**src/tsr_pkg.sv**
```systemverilog
// Shared types, constants and helper functions of the track shape estimator.
// No dependencies; every other file but the assertion macro header imports this package.
package tsr_pkg;

    localparam int DEF_MAX_COLS = 2048;
    localparam int DEF_MAX_ROWS = 1024;
    localparam int QUEUE_DEPTH  = 4;

    localparam int PIXEL_W      = 8;
    localparam int ROW_WIDTH_W  = 12;
    localparam int FRAME_ROWS_W = 11;
    localparam int OUT_W        = 11;
    localparam int CFG_INDEX_W  = 3;
    localparam int CFG_DATA_W   = 12;

    localparam logic [ROW_WIDTH_W-1:0]  RST_ROW_WIDTH  = 12'd640;
    localparam logic [FRAME_ROWS_W-1:0] RST_FRAME_ROWS = 11'd480;
    localparam logic [PIXEL_W-1:0]      RST_LEVEL_LOW  = 8'd0;
    localparam logic [PIXEL_W-1:0]      RST_LEVEL_MID  = 8'd128;
    localparam logic [PIXEL_W-1:0]      RST_LEVEL_HIGH = 8'd255;

    typedef enum logic [CFG_INDEX_W-1:0] {
        REG_ROW_WIDTH,
        REG_FRAME_ROWS,
        REG_LEVEL_LOW,
        REG_LEVEL_MID,
        REG_LEVEL_HIGH
    } reg_index_t;

    typedef enum logic [1:0] {
        CLS_OTHER,
        CLS_LOW,
        CLS_MID,
        CLS_HIGH
    } class_t;

    typedef enum logic [1:0] {
        VERD_NONE,
        VERD_RIGHT,
        VERD_LEFT,
        VERD_STRAIGHT
    } verdict_t;

    typedef struct packed {
        logic [PIXEL_W-1:0] low;
        logic [PIXEL_W-1:0] mid;
        logic [PIXEL_W-1:0] high;
    } levels_t;

    // One request from the front end: an optional run closed by a change of value,
    // and an optional last run of the row, which also marks the row end.
    typedef struct packed {
        logic   has_a;
        class_t type_a;
        logic   row_end;
        class_t type_b;
        logic   frame_end;
    } ev_flags_t;

    // When several levels are equal, the later one in low, mid, high wins.
    function automatic class_t classify(input logic [PIXEL_W-1:0] v, input levels_t lv);
        class_t c;
        if (v == lv.high)
            c = CLS_HIGH;
        else if (v == lv.mid)
            c = CLS_MID;
        else if (v == lv.low)
            c = CLS_LOW;
        else
            c = CLS_OTHER;
        return c;
    endfunction

endpackage

```
**src/tsr_ifs.sv**
```systemverilog
// Handshake channels of the track shape estimator: pixels in, verdicts out, register writes.
// Depends on tsr_pkg for field widths and the verdict type.
interface tsr_pixel_if;
    import tsr_pkg::*;
    logic               valid;
    logic               ready;
    logic [PIXEL_W-1:0] pixel;
    modport source (output valid, output pixel, input ready);
    modport sink (input valid, input pixel, output ready);
endinterface

interface tsr_result_if;
    import tsr_pkg::*;
    logic             valid;
    logic             ready;
    verdict_t         verdict;
    logic [OUT_W-1:0] rows_matched;
    logic [OUT_W-1:0] first_center;
    logic [OUT_W-1:0] last_center;
    modport source (output valid, output verdict, output rows_matched,
                    output first_center, output last_center, input ready);
    modport sink (input valid, input verdict, input rows_matched,
                  input first_center, input last_center, output ready);
endinterface

interface tsr_cfg_if;
    import tsr_pkg::*;
    logic                   valid;
    logic                   ready;
    logic [CFG_INDEX_W-1:0] index;
    logic [CFG_DATA_W-1:0]  wdata;
    modport source (output valid, output index, output wdata, input ready);
    modport sink (input valid, input index, input wdata, output ready);
endinterface

```
**src/tsr_front.sv**
```systemverilog
// Front end: run-length codes each row and turns closed runs into requests for the queue.
// Depends on tsr_pkg for the classifier and the request flag type.
module tsr_front #(
    parameter int MAX_COLS = tsr_pkg::DEF_MAX_COLS,
    parameter int MAX_ROWS = tsr_pkg::DEF_MAX_ROWS,
    localparam int CW  = $clog2(MAX_COLS),
    localparam int LW  = $clog2(MAX_COLS + 1),
    localparam int RCW = $clog2(MAX_ROWS + 1)
) (
    input  logic                     clk,
    input  logic                     rst_n,
    input  logic                     pix_valid,
    output logic                     pix_ready,
    input  logic [7:0]               pix,
    input  tsr_pkg::levels_t         levels,
    input  logic [LW-1:0]            cols,
    input  logic [RCW-1:0]           rows,
    output logic                     ev_valid,
    input  logic                     ev_ready,
    output tsr_pkg::ev_flags_t       ev_flags,
    output logic [CW-1:0]            ev_mid_a,
    output logic [CW-1:0]            ev_mid_b
);
    import tsr_pkg::*;

    logic [CW-1:0]      col_reg, col_next;
    logic [RCW-1:0]     row_reg, row_next;
    logic [PIXEL_W-1:0] run_val_reg, run_val_next;
    logic [LW-1:0]      run_len_reg, run_len_next;
    logic               accept;
    logic               first_px;
    logic               close_a;
    logic               row_end;
    logic               frame_end;

    // Midpoint of a run: its last column minus half its length, rounded down.
    function automatic logic [CW-1:0] midpoint(input logic [CW-1:0] last_idx,
                                               input logic [LW-1:0] len);
        logic [LW-1:0] half;
        logic [LW-1:0] last_ext;
        logic [LW-1:0] diff;
        half     = len >> 1;
        last_ext = LW'(last_idx);
        diff     = (last_ext >= half) ? last_ext - half : '0;
        return CW'(diff);
    endfunction

    assign pix_ready = ev_ready;
    assign accept    = pix_valid && pix_ready;

    always_comb
    begin
        first_px = (col_reg == '0);
        close_a  = !first_px && (pix != run_val_reg);

        if (first_px || close_a)
        begin
            run_val_next = pix;
            run_len_next = LW'(1);
        end
        else
        begin
            run_val_next = run_val_reg;
            run_len_next = run_len_reg + LW'(1);
        end

        row_end   = (LW'(col_reg) + LW'(1)) >= cols;
        frame_end = row_end && ((row_reg + RCW'(1)) >= rows);

        col_next = row_end ? '0 : col_reg + CW'(1);
        if (frame_end)
            row_next = '0;
        else if (row_end)
            row_next = row_reg + RCW'(1);
        else
            row_next = row_reg;

        ev_valid           = pix_valid && (close_a || row_end);
        ev_flags.has_a     = close_a;
        ev_flags.type_a    = classify(run_val_reg, levels);
        ev_flags.row_end   = row_end;
        ev_flags.type_b    = classify(run_val_next, levels);
        ev_flags.frame_end = frame_end;
        ev_mid_a           = midpoint(col_reg - CW'(1), run_len_reg);
        ev_mid_b           = midpoint(col_reg, run_len_next);
    end

    always_ff @(posedge clk or negedge rst_n)
    begin
        if (!rst_n)
        begin
            col_reg     <= '0;
            row_reg     <= '0;
            run_val_reg <= '0;
            run_len_reg <= '0;
        end
        else if (accept)
        begin
            col_reg     <= col_next;
            row_reg     <= row_next;
            run_val_reg <= run_val_next;
            run_len_reg <= run_len_next;
        end
    end

endmodule

```
**src/tsr_queue.sv**
```systemverilog
// Short first-in first-out queue that decouples the front end from the back end.
// Depends on tsr_pkg for its default depth.
module tsr_queue #(
    parameter int WIDTH = 8,
    parameter int DEPTH = tsr_pkg::QUEUE_DEPTH,
    localparam int PW  = $clog2(DEPTH),
    localparam int CNW = $clog2(DEPTH + 1)
) (
    input  logic             clk,
    input  logic             rst_n,
    input  logic             push_valid,
    output logic             push_ready,
    input  logic [WIDTH-1:0] push_data,
    output logic             pop_valid,
    input  logic             pop_ready,
    output logic [WIDTH-1:0] pop_data
);
    import tsr_pkg::*;

    logic [WIDTH-1:0] slot_reg [DEPTH];
    logic [PW-1:0]    wr_ptr_reg, wr_ptr_next;
    logic [PW-1:0]    rd_ptr_reg, rd_ptr_next;
    logic [CNW-1:0]   count_reg, count_next;
    logic             push;
    logic             pop;

    assign push_ready = (count_reg != CNW'(DEPTH));
    assign pop_valid  = (count_reg != '0);
    assign pop_data   = slot_reg[rd_ptr_reg];
    assign push       = push_valid && push_ready;
    assign pop        = pop_valid && pop_ready;

    always_comb
    begin
        wr_ptr_next = wr_ptr_reg;
        rd_ptr_next = rd_ptr_reg;
        if (push)
            wr_ptr_next = (wr_ptr_reg == PW'(DEPTH - 1)) ? '0 : wr_ptr_reg + PW'(1);
        if (pop)
            rd_ptr_next = (rd_ptr_reg == PW'(DEPTH - 1)) ? '0 : rd_ptr_reg + PW'(1);
        count_next = count_reg + CNW'(push) - CNW'(pop);
    end

    always_ff @(posedge clk or negedge rst_n)
    begin
        if (!rst_n)
        begin
            wr_ptr_reg <= '0;
            rd_ptr_reg <= '0;
            count_reg  <= '0;
        end
        else
        begin
            wr_ptr_reg <= wr_ptr_next;
            rd_ptr_reg <= rd_ptr_next;
            count_reg  <= count_next;
        end
    end

    always_ff @(posedge clk)
    begin
        if (push)
            slot_reg[wr_ptr_reg] <= push_data;
    end

endmodule

```
**src/tsr_back.sv**
```systemverilog
// Back end: looks for the 1,3,2,3,1 class pattern in each row and gathers frame statistics.
// Depends on tsr_pkg for the class codes and the request flag type.
module tsr_back #(
    parameter int MAX_COLS = tsr_pkg::DEF_MAX_COLS,
    parameter int MAX_ROWS = tsr_pkg::DEF_MAX_ROWS,
    localparam int CW  = $clog2(MAX_COLS),
    localparam int RCW = $clog2(MAX_ROWS + 1)
) (
    input  logic               clk,
    input  logic               rst_n,
    input  logic               ev_valid,
    output logic               ev_ready,
    input  tsr_pkg::ev_flags_t ev_flags,
    input  logic [CW-1:0]      ev_mid_a,
    input  logic [CW-1:0]      ev_mid_b,
    output logic               sum_valid,
    input  logic               sum_ready,
    output logic [RCW-1:0]     sum_match,
    output logic [CW-1:0]      sum_first,
    output logic [CW-1:0]      sum_last
);
    import tsr_pkg::*;

    // Per-row matcher state; types[0] is the oldest of the last four runs.
    typedef struct packed {
        class_t [3:0]          types;
        logic   [1:0][CW-1:0]  mids;
        logic   [2:0]          count;
        logic                  matched;
        logic   [CW-1:0]       center;
    } row_state_t;

    row_state_t     row_reg, row_next, row_work;
    logic [RCW-1:0] match_reg, match_next;
    logic [CW-1:0]  first_reg, first_next;
    logic [CW-1:0]  last_reg, last_next;
    logic           any_reg, any_next;
    logic           sum_valid_reg, sum_valid_next;
    logic [RCW-1:0] sum_match_reg;
    logic [CW-1:0]  sum_first_reg, sum_last_reg;
    logic           sum_free;
    logic           pop;

    function automatic row_state_t close_run(input row_state_t s, input class_t t,
                                             input logic [CW-1:0] mid);
        row_state_t r;
        r = s;
        if (!s.matched && s.count >= 3'd4 && s.types[0] == CLS_LOW &&
            s.types[1] == CLS_HIGH && s.types[2] == CLS_MID &&
            s.types[3] == CLS_HIGH && t == CLS_LOW)
        begin
            r.matched = 1'b1;
            r.center  = s.mids[0];
        end
        r.types[0] = s.types[1];
        r.types[1] = s.types[2];
        r.types[2] = s.types[3];
        r.types[3] = t;
        r.mids[0]  = s.mids[1];
        r.mids[1]  = mid;
        if (s.count < 3'd4)
            r.count = s.count + 3'd1;
        return r;
    endfunction

    assign sum_free  = !sum_valid_reg || sum_ready;
    assign ev_ready  = !ev_flags.frame_end || sum_free;
    assign pop       = ev_valid && ev_ready;
    assign sum_valid = sum_valid_reg;
    assign sum_match = sum_match_reg;
    assign sum_first = sum_first_reg;
    assign sum_last  = sum_last_reg;

    always_comb
    begin
        row_work = row_reg;
        if (ev_flags.has_a)
            row_work = close_run(row_work, ev_flags.type_a, ev_mid_a);
        if (ev_flags.row_end)
            row_work = close_run(row_work, ev_flags.type_b, ev_mid_b);

        row_next   = row_work;
        match_next = match_reg;
        first_next = first_reg;
        last_next  = last_reg;
        any_next   = any_reg;
        if (ev_flags.row_end)
        begin
            row_next = '0;
            if (row_work.matched)
            begin
                match_next = match_reg + RCW'(1);
                if (!any_reg)
                    first_next = row_work.center;
                last_next = row_work.center;
                any_next  = 1'b1;
            end
        end

        if (pop && ev_flags.frame_end)
            sum_valid_next = 1'b1;
        else if (sum_ready)
            sum_valid_next = 1'b0;
        else
            sum_valid_next = sum_valid_reg;
    end

    always_ff @(posedge clk or negedge rst_n)
    begin
        if (!rst_n)
        begin
            row_reg       <= '0;
            match_reg     <= '0;
            first_reg     <= '0;
            last_reg      <= '0;
            any_reg       <= 1'b0;
            sum_valid_reg <= 1'b0;
        end
        else
        begin
            sum_valid_reg <= sum_valid_next;
            if (pop)
            begin
                row_reg <= row_next;
                if (ev_flags.frame_end)
                begin
                    match_reg <= '0;
                    first_reg <= '0;
                    last_reg  <= '0;
                    any_reg   <= 1'b0;
                end
                else
                begin
                    match_reg <= match_next;
                    first_reg <= first_next;
                    last_reg  <= last_next;
                    any_reg   <= any_next;
                end
            end
        end
    end

    always_ff @(posedge clk)
    begin
        if (pop && ev_flags.frame_end)
        begin
            sum_match_reg <= match_next;
            sum_first_reg <= first_next;
            sum_last_reg  <= last_next;
        end
    end

endmodule

```
**src/tsr_verdict.sv**
```systemverilog
// Verdict stage: turns a frame summary into the result and holds it in the output register.
// Depends on tsr_pkg for the verdict codes and the result field width.
module tsr_verdict #(
    parameter int MAX_COLS = tsr_pkg::DEF_MAX_COLS,
    parameter int MAX_ROWS = tsr_pkg::DEF_MAX_ROWS,
    localparam int CW  = $clog2(MAX_COLS),
    localparam int LW  = $clog2(MAX_COLS + 1),
    localparam int RCW = $clog2(MAX_ROWS + 1)
) (
    input  logic                      clk,
    input  logic                      rst_n,
    input  logic                      sum_valid,
    output logic                      sum_ready,
    input  logic [RCW-1:0]            sum_match,
    input  logic [CW-1:0]             sum_first,
    input  logic [CW-1:0]             sum_last,
    input  logic [LW-1:0]             cols,
    input  logic [RCW-1:0]            rows,
    output logic                      res_valid,
    input  logic                      res_ready,
    output tsr_pkg::verdict_t         verdict,
    output logic [tsr_pkg::OUT_W-1:0] rows_matched,
    output logic [tsr_pkg::OUT_W-1:0] first_center,
    output logic [tsr_pkg::OUT_W-1:0] last_center
);
    import tsr_pkg::*;

    localparam int MW = RCW + 4;
    localparam int DW = CW + 4;

    logic [MW-1:0]    match_x10;
    logic [MW-1:0]    rows_x7;
    logic [CW-1:0]    drift;
    logic [DW-1:0]    dist_x10;
    logic             going_back;
    verdict_t         verdict_next;
    logic             load;
    logic             res_valid_reg;
    verdict_t         verdict_reg;
    logic [OUT_W-1:0] rows_matched_reg;
    logic [OUT_W-1:0] first_center_reg;
    logic [OUT_W-1:0] last_center_reg;

    assign sum_ready = !res_valid_reg || res_ready;
    assign load      = sum_valid && sum_ready;

    // Coverage test (matched*10 < rows*7) and drift test (|last-first|*10 against cols).
    always_comb
    begin
        match_x10  = MW'(sum_match) * MW'(10);
        rows_x7    = MW'(rows) * MW'(7);
        going_back = sum_last < sum_first;
        drift      = going_back ? sum_first - sum_last : sum_last - sum_first;
        dist_x10   = DW'(drift) * DW'(10);
        if (match_x10 < rows_x7)
            verdict_next = VERD_NONE;
        else if (dist_x10 > DW'(cols))
            verdict_next = going_back ? VERD_RIGHT : VERD_LEFT;
        else
            verdict_next = VERD_STRAIGHT;
    end

    always_ff @(posedge clk or negedge rst_n)
    begin
        if (!rst_n)
            res_valid_reg <= 1'b0;
        else if (load)
            res_valid_reg <= 1'b1;
        else if (res_ready)
            res_valid_reg <= 1'b0;
    end

    always_ff @(posedge clk)
    begin
        if (load)
        begin
            verdict_reg      <= verdict_next;
            rows_matched_reg <= OUT_W'(sum_match);
            first_center_reg <= OUT_W'(sum_first);
            last_center_reg  <= OUT_W'(sum_last);
        end
    end

    assign res_valid    = res_valid_reg;
    assign verdict      = verdict_reg;
    assign rows_matched = rows_matched_reg;
    assign first_center = first_center_reg;
    assign last_center  = last_center_reg;

endmodule

```
**src/track_shape_from_runs.sv**
```systemverilog
// Top level of the track shape estimator: register file, front end, queue, back end, verdict.
// Depends on tsr_pkg, the channel interfaces and the four submodules.

// Takes one grey pixel per clock in raster order while pixels are not held off: the front
// end codes runs and classifies them in the cycle a pixel arrives, and the back end takes
// one queued request per cycle unless a frame end waits on the summary register. A frame's
// result goes through the queue, summary register and output register after its last
// pixel is accepted. Pixels are held off only while a verdict waits on the output, a second
// frame summary waits behind it, and a third frame end has backed up the four-entry request
// queue. A width or row count of zero is taken as one; values above MAX_COLS or MAX_ROWS
// are clipped to those limits. Register writes are always accepted and take effect at once;
// a column counter already past a new width ends its row on the next pixel.
module track_shape_from_runs #(
    parameter int MAX_COLS = tsr_pkg::DEF_MAX_COLS,
    parameter int MAX_ROWS = tsr_pkg::DEF_MAX_ROWS
) (
    input  logic         clk,
    input  logic         rst_n,
    tsr_pixel_if.sink    pixels,
    tsr_result_if.source results,
    tsr_cfg_if.sink      cfg
);
    import tsr_pkg::*;

    localparam int CW  = $clog2(MAX_COLS);
    localparam int LW  = $clog2(MAX_COLS + 1);
    localparam int RCW = $clog2(MAX_ROWS + 1);
    localparam int QW  = $bits(ev_flags_t) + 2 * CW;

    logic [ROW_WIDTH_W-1:0]  row_width_reg;
    logic [FRAME_ROWS_W-1:0] frame_rows_reg;
    levels_t                 levels_reg;
    logic [31:0]             cols_wide;
    logic [31:0]             rows_wide;
    logic [LW-1:0]           cols;
    logic [RCW-1:0]          rows;

    logic                    fe_valid, fe_ready;
    ev_flags_t               fe_flags;
    logic [CW-1:0]           fe_mid_a, fe_mid_b;
    logic                    be_valid, be_ready;
    ev_flags_t               be_flags;
    logic [CW-1:0]           be_mid_a, be_mid_b;
    logic [QW-1:0]           q_in, q_out;

    logic                    sum_valid, sum_ready;
    logic [RCW-1:0]          sum_match;
    logic [CW-1:0]           sum_first, sum_last;

    assign cfg.ready = 1'b1;

    always_ff @(posedge clk or negedge rst_n)
    begin
        if (!rst_n)
        begin
            row_width_reg   <= RST_ROW_WIDTH;
            frame_rows_reg  <= RST_FRAME_ROWS;
            levels_reg.low  <= RST_LEVEL_LOW;
            levels_reg.mid  <= RST_LEVEL_MID;
            levels_reg.high <= RST_LEVEL_HIGH;
        end
        else if (cfg.valid && cfg.ready)
        begin
            unique case (reg_index_t'(cfg.index))
                REG_ROW_WIDTH:  row_width_reg   <= cfg.wdata;
                REG_FRAME_ROWS: frame_rows_reg  <= cfg.wdata[FRAME_ROWS_W-1:0];
                REG_LEVEL_LOW:  levels_reg.low  <= cfg.wdata[PIXEL_W-1:0];
                REG_LEVEL_MID:  levels_reg.mid  <= cfg.wdata[PIXEL_W-1:0];
                REG_LEVEL_HIGH: levels_reg.high <= cfg.wdata[PIXEL_W-1:0];
                default:        ;
            endcase
        end
    end

    // Effective frame geometry: zero counts as one, oversize values are clipped.
    always_comb
    begin
        cols_wide = 32'(row_width_reg);
        if (cols_wide == 32'd0)
            cols_wide = 32'd1;
        if (cols_wide > 32'(MAX_COLS))
            cols_wide = 32'(MAX_COLS);
        rows_wide = 32'(frame_rows_reg);
        if (rows_wide == 32'd0)
            rows_wide = 32'd1;
        if (rows_wide > 32'(MAX_ROWS))
            rows_wide = 32'(MAX_ROWS);
        cols = LW'(cols_wide);
        rows = RCW'(rows_wide);
    end

    tsr_front #(
        .MAX_COLS (MAX_COLS),
        .MAX_ROWS (MAX_ROWS)
    ) u_front (
        .clk       (clk),
        .rst_n     (rst_n),
        .pix_valid (pixels.valid),
        .pix_ready (pixels.ready),
        .pix       (pixels.pixel),
        .levels    (levels_reg),
        .cols      (cols),
        .rows      (rows),
        .ev_valid  (fe_valid),
        .ev_ready  (fe_ready),
        .ev_flags  (fe_flags),
        .ev_mid_a  (fe_mid_a),
        .ev_mid_b  (fe_mid_b)
    );

    assign q_in = {fe_flags, fe_mid_a, fe_mid_b};
    assign {be_flags, be_mid_a, be_mid_b} = q_out;

    tsr_queue #(
        .WIDTH (QW),
        .DEPTH (QUEUE_DEPTH)
    ) u_queue (
        .clk        (clk),
        .rst_n      (rst_n),
        .push_valid (fe_valid),
        .push_ready (fe_ready),
        .push_data  (q_in),
        .pop_valid  (be_valid),
        .pop_ready  (be_ready),
        .pop_data   (q_out)
    );

    tsr_back #(
        .MAX_COLS (MAX_COLS),
        .MAX_ROWS (MAX_ROWS)
    ) u_back (
        .clk       (clk),
        .rst_n     (rst_n),
        .ev_valid  (be_valid),
        .ev_ready  (be_ready),
        .ev_flags  (be_flags),
        .ev_mid_a  (be_mid_a),
        .ev_mid_b  (be_mid_b),
        .sum_valid (sum_valid),
        .sum_ready (sum_ready),
        .sum_match (sum_match),
        .sum_first (sum_first),
        .sum_last  (sum_last)
    );

    tsr_verdict #(
        .MAX_COLS (MAX_COLS),
        .MAX_ROWS (MAX_ROWS)
    ) u_verdict (
        .clk          (clk),
        .rst_n        (rst_n),
        .sum_valid    (sum_valid),
        .sum_ready    (sum_ready),
        .sum_match    (sum_match),
        .sum_first    (sum_first),
        .sum_last     (sum_last),
        .cols         (cols),
        .rows         (rows),
        .res_valid    (results.valid),
        .res_ready    (results.ready),
        .verdict      (results.verdict),
        .rows_matched (results.rows_matched),
        .first_center (results.first_center),
        .last_center  (results.last_center)
    );

endmodule

```
**src/flat_wrapper.sv**
```systemverilog
// flat-port wrapper written by rule: the top's interface ports become plain ports
module track_shape_from_runs_flat import tsr_pkg::*;
#(
    parameter int MAX_COLS = tsr_pkg::DEF_MAX_COLS,
    parameter int MAX_ROWS = tsr_pkg::DEF_MAX_ROWS
)
  (clk, rst_n, pixels_valid, pixels_pixel, pixels_ready, results_valid, results_verdict, results_rows_matched, results_first_center, results_last_center, results_ready, cfg_valid, cfg_index, cfg_wdata, cfg_ready);
  tsr_pixel_if pixels_i ();
  tsr_result_if results_i ();
  tsr_cfg_if cfg_i ();
  input  logic clk;
  input  logic rst_n;
  input wire logic [$bits(pixels_i.valid)-1:0] pixels_valid;
  input wire logic [$bits(pixels_i.pixel)-1:0] pixels_pixel;
  output wire logic [$bits(pixels_i.ready)-1:0] pixels_ready;
  output wire logic [$bits(results_i.valid)-1:0] results_valid;
  output wire logic [$bits(results_i.verdict)-1:0] results_verdict;
  output wire logic [$bits(results_i.rows_matched)-1:0] results_rows_matched;
  output wire logic [$bits(results_i.first_center)-1:0] results_first_center;
  output wire logic [$bits(results_i.last_center)-1:0] results_last_center;
  input wire logic [$bits(results_i.ready)-1:0] results_ready;
  input wire logic [$bits(cfg_i.valid)-1:0] cfg_valid;
  input wire logic [$bits(cfg_i.index)-1:0] cfg_index;
  input wire logic [$bits(cfg_i.wdata)-1:0] cfg_wdata;
  output wire logic [$bits(cfg_i.ready)-1:0] cfg_ready;
  assign pixels_i.valid = pixels_valid;
  assign pixels_i.pixel = pixels_pixel;
  assign pixels_ready = pixels_i.ready;
  assign results_valid = results_i.valid;
  assign results_verdict = results_i.verdict;
  assign results_rows_matched = results_i.rows_matched;
  assign results_first_center = results_i.first_center;
  assign results_last_center = results_i.last_center;
  assign results_i.ready = results_ready;
  assign cfg_i.valid = cfg_valid;
  assign cfg_i.index = cfg_index;
  assign cfg_i.wdata = cfg_wdata;
  assign cfg_ready = cfg_i.ready;
  track_shape_from_runs #(.MAX_COLS(MAX_COLS), .MAX_ROWS(MAX_ROWS)) u_core (.clk(clk), .rst_n(rst_n), .pixels(pixels_i), .results(results_i), .cfg(cfg_i));
endmodule
```
**config.mk**
```make
export PLATFORM = sky130hd
export DESIGN_NAME = track_shape_from_runs_flat
export DESIGN_NICKNAME = d
export VERILOG_FILES = /design/src/tsr_pkg.sv /design/src/tsr_ifs.sv /design/src/tsr_front.sv /design/src/tsr_queue.sv /design/src/tsr_back.sv /design/src/tsr_verdict.sv /design/src/track_shape_from_runs.sv /design/src/flat_wrapper.sv
export SDC_FILE = /design/constraint.sdc
export NUM_CORES = 1
export LEC_CHECK = 0
export BUFFER_PORTS_ARGS = -buffer_cell sky130_fd_sc_hd__buf_2
export CORE_MARGIN = 5
export CORE_UTILIZATION = 25
export CTS_CLUSTER_DIAMETER = 50
export DETAILED_ROUTE_END_ITERATION = 10
export PLACE_DENSITY = 0.36
export SYNTH_ARGS = -nofsm -noshare
export SYNTH_HDL_FRONTEND = slang
export SYNTH_SLANG_ARGS = --single-unit
export TNS_END_PERCENT = 50
```
**constraint.sdc**
```tcl
create_clock -name clk -period 12.1 [get_ports clk]
set_input_delay 3.025 -clock clk [delete_from_list [all_inputs] [get_ports clk]]
set_output_delay 3.025 -clock clk [all_outputs]
set_load 0.03 [all_outputs]
```
# [Word-level counts from Yosys, hierarchy flattened]
# Memory sizes are Yosys's and may differ from the RTL's.
# Cells that the tools add are included.
[op_classes] reduce_logical=48 mul=3 order_cmp=13 muxes=48 n_eq_ne=24 addsub=16
[ops] operator="2-to-1 mux 11 bit" n=18
[ops] operator="2-to-1 mux 45 bit" n=3
[ops] operator="2-to-1 mux 12 bit" n=5
[ops] operator="== test 8 bit" n=6
[ops] operator="subtractor 11 bit" n=4
[ops] operator="multiplier 11 x 3 -> 14 bit, second input constant" n=3
[ops] operator="adder 11 x 1 -> 11 bit, second input constant" n=3
[ops] operator="greater-or-equal comparator 11 bit" n=3
[ops] operator="zero test 11 bit" n=2
[ops] operator="logical AND 1 bit" n=20
[ops] operator="== test 2 bit, second input constant" n=8
[ops] operator="2-to-1 mux 2 bit" n=8
[ops] operator="> comparator 15 x 12 -> 1 bit" n=1
[ops] operator="< comparator 15 x 14 -> 1 bit" n=1
[ops] operator="adder 11 x 1 -> 12 bit, second input constant" n=1
[ops] operator="adder 12 x 1 -> 12 bit, second input constant" n=1
[ops] operator="greater-or-equal comparator 12 bit" n=1
[ops] operator="> comparator 12 bit, second input constant" n=1
[ops] operator="zero test 12 bit" n=1
[ops] operator="AND reduction 2 bit" n=6
[ops] operator="> comparator 11 bit, second input constant" n=1
[ops] operator="< comparator 11 bit" n=1
[ops] operator="2-to-1 mux 1 bit" n=11
[ops] operator="subtractor 11 x 1 -> 11 bit, second input constant" n=1
[ops] operator="20 further kinds" n=42
[totals] register_bits=245 word_cells=187 mem_count=1 inputBits=28 ram_bits=116
[mem_list] name="u_core.u_queue.slot_reg" depth=4 word_bits=29 read_ports=1 rd_ports_with_merged_regs=0 write_ports=1 line="tsr_queue.sv:20" rtl="logic [WIDTH-1:0] slot_reg [DEPTH];"

# [Logic depth before layout (Yosys ltp)]
[depth] word_depth=22 ltp_mapped=26

# [By module]
# Synthesis repeated with hierarchy kept, for this count alone.
[unflattened] hier_cells=1943 hier_area_um2=21516.9
[by_module_without_submodules] module="tsr_back" cells_each=541 area_per_inst_um2=5426.5 n_inst=1 seq_area_each_um2=2992.9
[by_module_without_submodules] module="tsr_front" cells_each=637 area_per_inst_um2=4993.5 n_inst=1 seq_area_each_um2=1051.0
[by_module_without_submodules] module="tsr_queue" cells_each=194 area_per_inst_um2=4658.2 n_inst=1 seq_area_each_um2=3658.5
[by_module_without_submodules] module="tsr_verdict" cells_each=432 area_per_inst_um2=4377.9 n_inst=1 seq_area_each_um2=1076.0
[by_module_without_submodules] module="track_shape_from_runs" cells_each=139 area_per_inst_um2=2060.7 n_inst=1 seq_area_each_um2=1194.9

# [Worst setup path after synthesis]
# OpenSTA, ideal clock, no wires.
[synth_timing] path_kind="input to register" start="in pixels_pixel[0]" end="reg u_core.u_queue.count_reg[2]" cell_stages=14 n_path_buf=1 arrival_ps=5035 t_required_ps=11977 setup_slack_ps=6942 path_cell_list="clkbuf_1 > xnor2_1 > nand4_1 > nor2_1 > nor2_1 > o21a_1 > inv_1 > ha_1 > inv_1 > ha_1 > inv_1 > fa_1 > xnor2_1 > xnor2_1"
[synth_rtl] item="start, declared" line="flat_wrapper.sv:14" rtl="input wire logic [$bits(pixels_i.pixel)-1:0] pixels_pixel;"
[synth_rtl] item="end signal, assigned" line="tsr_queue.sv:56" rtl="count_reg <= count_next;"
[synth_rtl] item="end, declared" line="tsr_queue.sv:23" rtl="logic [CNW-1:0] count_reg, count_next;"

# [Worst setup path in the final report]
[layout_timing] start="reg u_core.u_back.sum_first_reg[6], in the netlist u_core.u_back.sum_first[6]" end="reg u_core.u_verdict.verdict_reg[1], in the netlist u_core.u_verdict.verdict[1], data pin"
[layout_via] elab_chain_len=5
[layout_rtl] item="start, declared" line="tsr_back.sv:40" rtl="logic [CW-1:0] sum_first_reg, sum_last_reg;"
[layout_rtl] item="start signal, assigned" line="tsr_back.sv:148" rtl="sum_first_reg <= first_next;"
[layout_rtl] item="subtractor 11 bit / < comparator 11 bit (equally long branches)" line="tsr_verdict.sv:53, tsr_verdict.sv:52"
[layout_rtl] item="2-to-1 mux 11 bit" line="tsr_verdict.sv:53" rtl="drift = going_back ? sum_first - sum_last : sum_last - sum_first;"
[layout_rtl] item="multiplier 11 x 3 -> 14 bit" line="tsr_verdict.sv:54" rtl="dist_x10 = DW'(drift) * DW'(10);"
[layout_rtl] item="> comparator 15 x 12 -> 1 bit" line="tsr_verdict.sv:57" rtl="else if (dist_x10 > DW'(cols))"
[layout_rtl] item="2-to-1 mux 2 bit *" line="tsr_verdict.sv:57"
[layout_rtl] item="end signal, assigned" line="tsr_verdict.sv:77" rtl="verdict_reg <= verdict_next;"
[layout_rtl] item="end, declared" line="tsr_verdict.sv:39" rtl="verdict_t verdict_reg;"
# Mark *: on every way between the ends. The rest lies on a longest branch, timed or not.
# A chain may end at the register's enable or synchronous reset.

==> key figures <==
Min path
  – Hold WC Path Type: register to register

Timing
  – Max-slew violation count: 0
  – Setup Viol. Count Final: 0
  – RSZ-0062 raised after global routing: no
  – Final Hold Fails: 0
  – F_max: approximately 170 MHz
  – Tmin final: 5869 ps
  – Fin Setup TNS: 0 ps
  – Tcrit/Tclk final: 48.51%
  – Relative slew slack: 17.06%
  – Worst Skew: 30.25 ps
  – Worst slew pin tran: 1239 ps

Clock network
  – Setup bufs post-CTS: 0
  – Root Driver: clkbuf_16
  – CTS tree: done
  – H-Tree Depth: 2
  – # resized after CTS: 0
  – Clock latency on the worst-skew pair: ~590 ps
  – Clock-pin slew on the worst setup and hold paths: 50 ps
  – CTS Buf Count: between 50 and 60
  – Hold-fix buffers, CTS: 0
  – # clock sinks: 317
  – Clock Tree Buf Depth: 3

Synth
  – Post-synthesis adder-cell area fraction: 11.25%
  – Combinational family with the most area after synthesis: simple AND/OR/NAND/NOR gates
  – Mean post-synth cell area: 11.07 sq um
  – Syn nets: 1864
  – Yosys reg bits: about 320
  – Register area share after synthesis: 46.54%
  – Async set or reset register ratio after synthesis: 55.84%
  – Synth Cell Area: roughly 19000 sq um
  – EDFF count, synth: 140
  – Distinct cells, synth: 76
  – Synth Flop Type: dfrtp_1
  – Synth Area in Simple Gates: 12.56%
  – Synth Area in Compound Gates: between 10% and 20%
  – Cells after synthesis: between 1.5k and 2k
  – Yosys warns: 0
  – Post-Synth XOR/XNOR Area: 6.219%
  – Mux contribution to synthesized area: 8.797%

Detailed routing
  – # DRC: 0
  – Iteration-0 DRC Markers: roughly 700
  – ANT nets after route: 0
  – Routed WL per cell: 18.54 microns
  – Detailed-route via count: 12.73k
  – Detailed Routing Iterations Pass 1: 5
  – Drt via density: 4.642
  – Final wirelength: 50.83 mm

Finish
  – Area growth from synthesis to layout: 16.21%
  – Commonest non-fill, non-tap cells in the layout: dfrtp_1, nand2_1, ha_1, edfxtp_1, inv_1
  – Max reg flops: 72
  – Fill cell count: roughly 7.7k
  – Antenna diodes: 0
  – Fraction of layout cells with a size suffix above 1: between 15 and 20%
  – Layout net count: 1917
  – Commonest non-fill, non-tap cell in the layout: dfrtp_1

Critical path
  – Crit path top cell by count: ha_1
  – Crit path max-delay cell type: a21oi_1
  – R2R Path End: u_core.u_verdict.verdict[1]$_SDFFCE_PN0P_
  – R2R depth: 20
  – Type of the worst setup path: register to register
  – Setup crit end: u_core.u_verdict.verdict[1]$_SDFFCE_PN0P_
  – Type of element launching the critical path: register
  – CP Capture Type: register
  – Crit-path max cell delay: approximately 640 ps
  – Flop2flop setup slack: 6230 ps
  – CP required: 12520 ps
  – Crit path cell chain: ha_1 -> a21o_1 -> or3_1 -> o211a_1 -> a21oi_1 -> mux2i_1 -> xnor2_1 -> ha_1 -> ha_1 -> o21ai_0 -> a21oi_1 -> nor4_1 -> nor3_1 -> xor2_1 -> ha_1 -> nand3_1 -> or2_2 -> nor4_1 -> o221ai_1 -> o22ai_1
  – Critical Path AT: ~6300 ps
  – Crit path max fanout: 6
  – Worst setup path startpoint: u_core.u_back.sum_first[6]$_DFFE_PP_
  – Reg2reg start: u_core.u_back.sum_first[6]$_DFFE_PP_

Global route
  – Initial antenna violation count: 3
  – Global-route wire length before repair: about 80 mm
  – Largest net degree at the start of global routing: 73
  – Vias in the first global route: between 10k and 15k
  – Total track usage: 12.73%
  – Overflow after GRT: 0

Floorplanning
  – Initial Util: 25.10%
  – Height of the die: 282.7 microns
  – Die X-Extent: 282.7 microns
  – Rows: 100
  – Area of the die: about 80000 sq um
  – Core area: roughly 74000 sq um
  – I/O pins: between 60 and 70

Flow run
  – Max-cap violation count: 0

Outcome
  – Status: finished clean

Place
  – GPL Wtd Cong: 0.7963
  – # port buffers: 64
  – HPWL Detailed: ~37 mm
-- metal layers --
metal	wire, microns	global-route usage [%]	vias to the layer above
li1	-	-	6176
met1	23830	17.23	6300
met2	24050	21.19	184
met3	1837	2.336	66
met4	1099	3.210	2
met5	13	0	-
-- cell families after synthesis --
logic type | after synthesis
muxes | 128
adders and majority gates | 157
AOI/OAI and AO/OA | 300
buffers and inverters | 177
and+or+nand+nor | 467
DFF | 317
xor gates and xnor gates | 132
other | 1
-- through the flow --
step	area, sq um	hold WS [ps]	instances	utilization, %	worst slack (ps)
finish	21600	456.5	2742	29.16	6231
global route	21600	489.2	2742	29.16	5715
detailed placement	19910	448.4	2648	26.88	6258
global placement	19910	444.7	2648	26.88	6409
floorplan	18590	426.4	1679	-	6942
CTS	21600	462.2	2742	29.16	6225
-- worst min-delay path by stage --
stage                                          startpoint  cells after the start  slack [ps]                                           to
floorplan           u_core.u_back.sum_first[10]$_DFFE_PP_                      0         430  u_core.u_verdict.first_center[10]$_DFFE_PP_
global placement    u_core.u_back.sum_first[10]$_DFFE_PP_                      0         440  u_core.u_verdict.first_center[10]$_DFFE_PP_
detailed placement  u_core.u_back.sum_first[10]$_DFFE_PP_                      0         450  u_core.u_verdict.first_center[10]$_DFFE_PP_
CTS                 u_core.u_back.sum_first[10]$_DFFE_PP_                      0         460  u_core.u_verdict.first_center[10]$_DFFE_PP_
global route        u_core.u_back.sum_first[10]$_DFFE_PP_                      0         490  u_core.u_verdict.first_center[10]$_DFFE_PP_
finish              u_core.u_back.sum_first[10]$_DFFE_PP_                      0         460  u_core.u_verdict.first_center[10]$_DFFE_PP_
-- area by class of cell --
class	count	area (sq um)	share of cell area, %
multi-input combinational	1185	9248	42.81
tap	969	1212	5.612
clock buffer	58	1333	6.169
clock inverter	36	359.1	1.662
sequential	317	8652	40.05
inverter	101	379.1	1.755
timing repair buffer	76	419.2	1.940
-- cell usage after synthesis (26+ instances only) --
| master | instances | share of area (%) |
|---|---|---|
| a21oi_1 | 66 | 1.8 |
| a22o_1 | 43 | 2.0 |
| clkbuf_1 | 59 | 1.2 |
| dfrtp_1 | 162 | 22 |
| edfxtp_1 | 140 | 23 |
| ha_1 | 140 | 9.4 |
| inv_1 | 101 | 2.0 |
| mux2_2 | 83 | 5.0 |
| nand2_1 | 140 | 2.8 |
| nand3_1 | 60 | 1.6 |
| nand4_1 | 26 | 0.88 |
| nor2_1 | 76 | 1.5 |
| nor3_1 | 34 | 0.92 |
| o21ai_0 | 72 | 1.9 |
| xnor2_1 | 87 | 4.1 |
| xor2_1 | 45 | 2.1 |
-- worst max-delay path, delay by kind of cell, from the launching register on --
family                   cells  cell delay [ps]
adder cells (fa/ha/maj)      4             1290
XOR/XNOR                     2              380
AND/OR/NAND/NOR              6             1440
AO/OA/AOI/OAI                7             1830
multiplexers                 1              350
flip-flops                   1              420
Power is left out: the tool's default activity adds up to more than one toggle a clock period on the data nets, which glitch-free logic cannot reach.
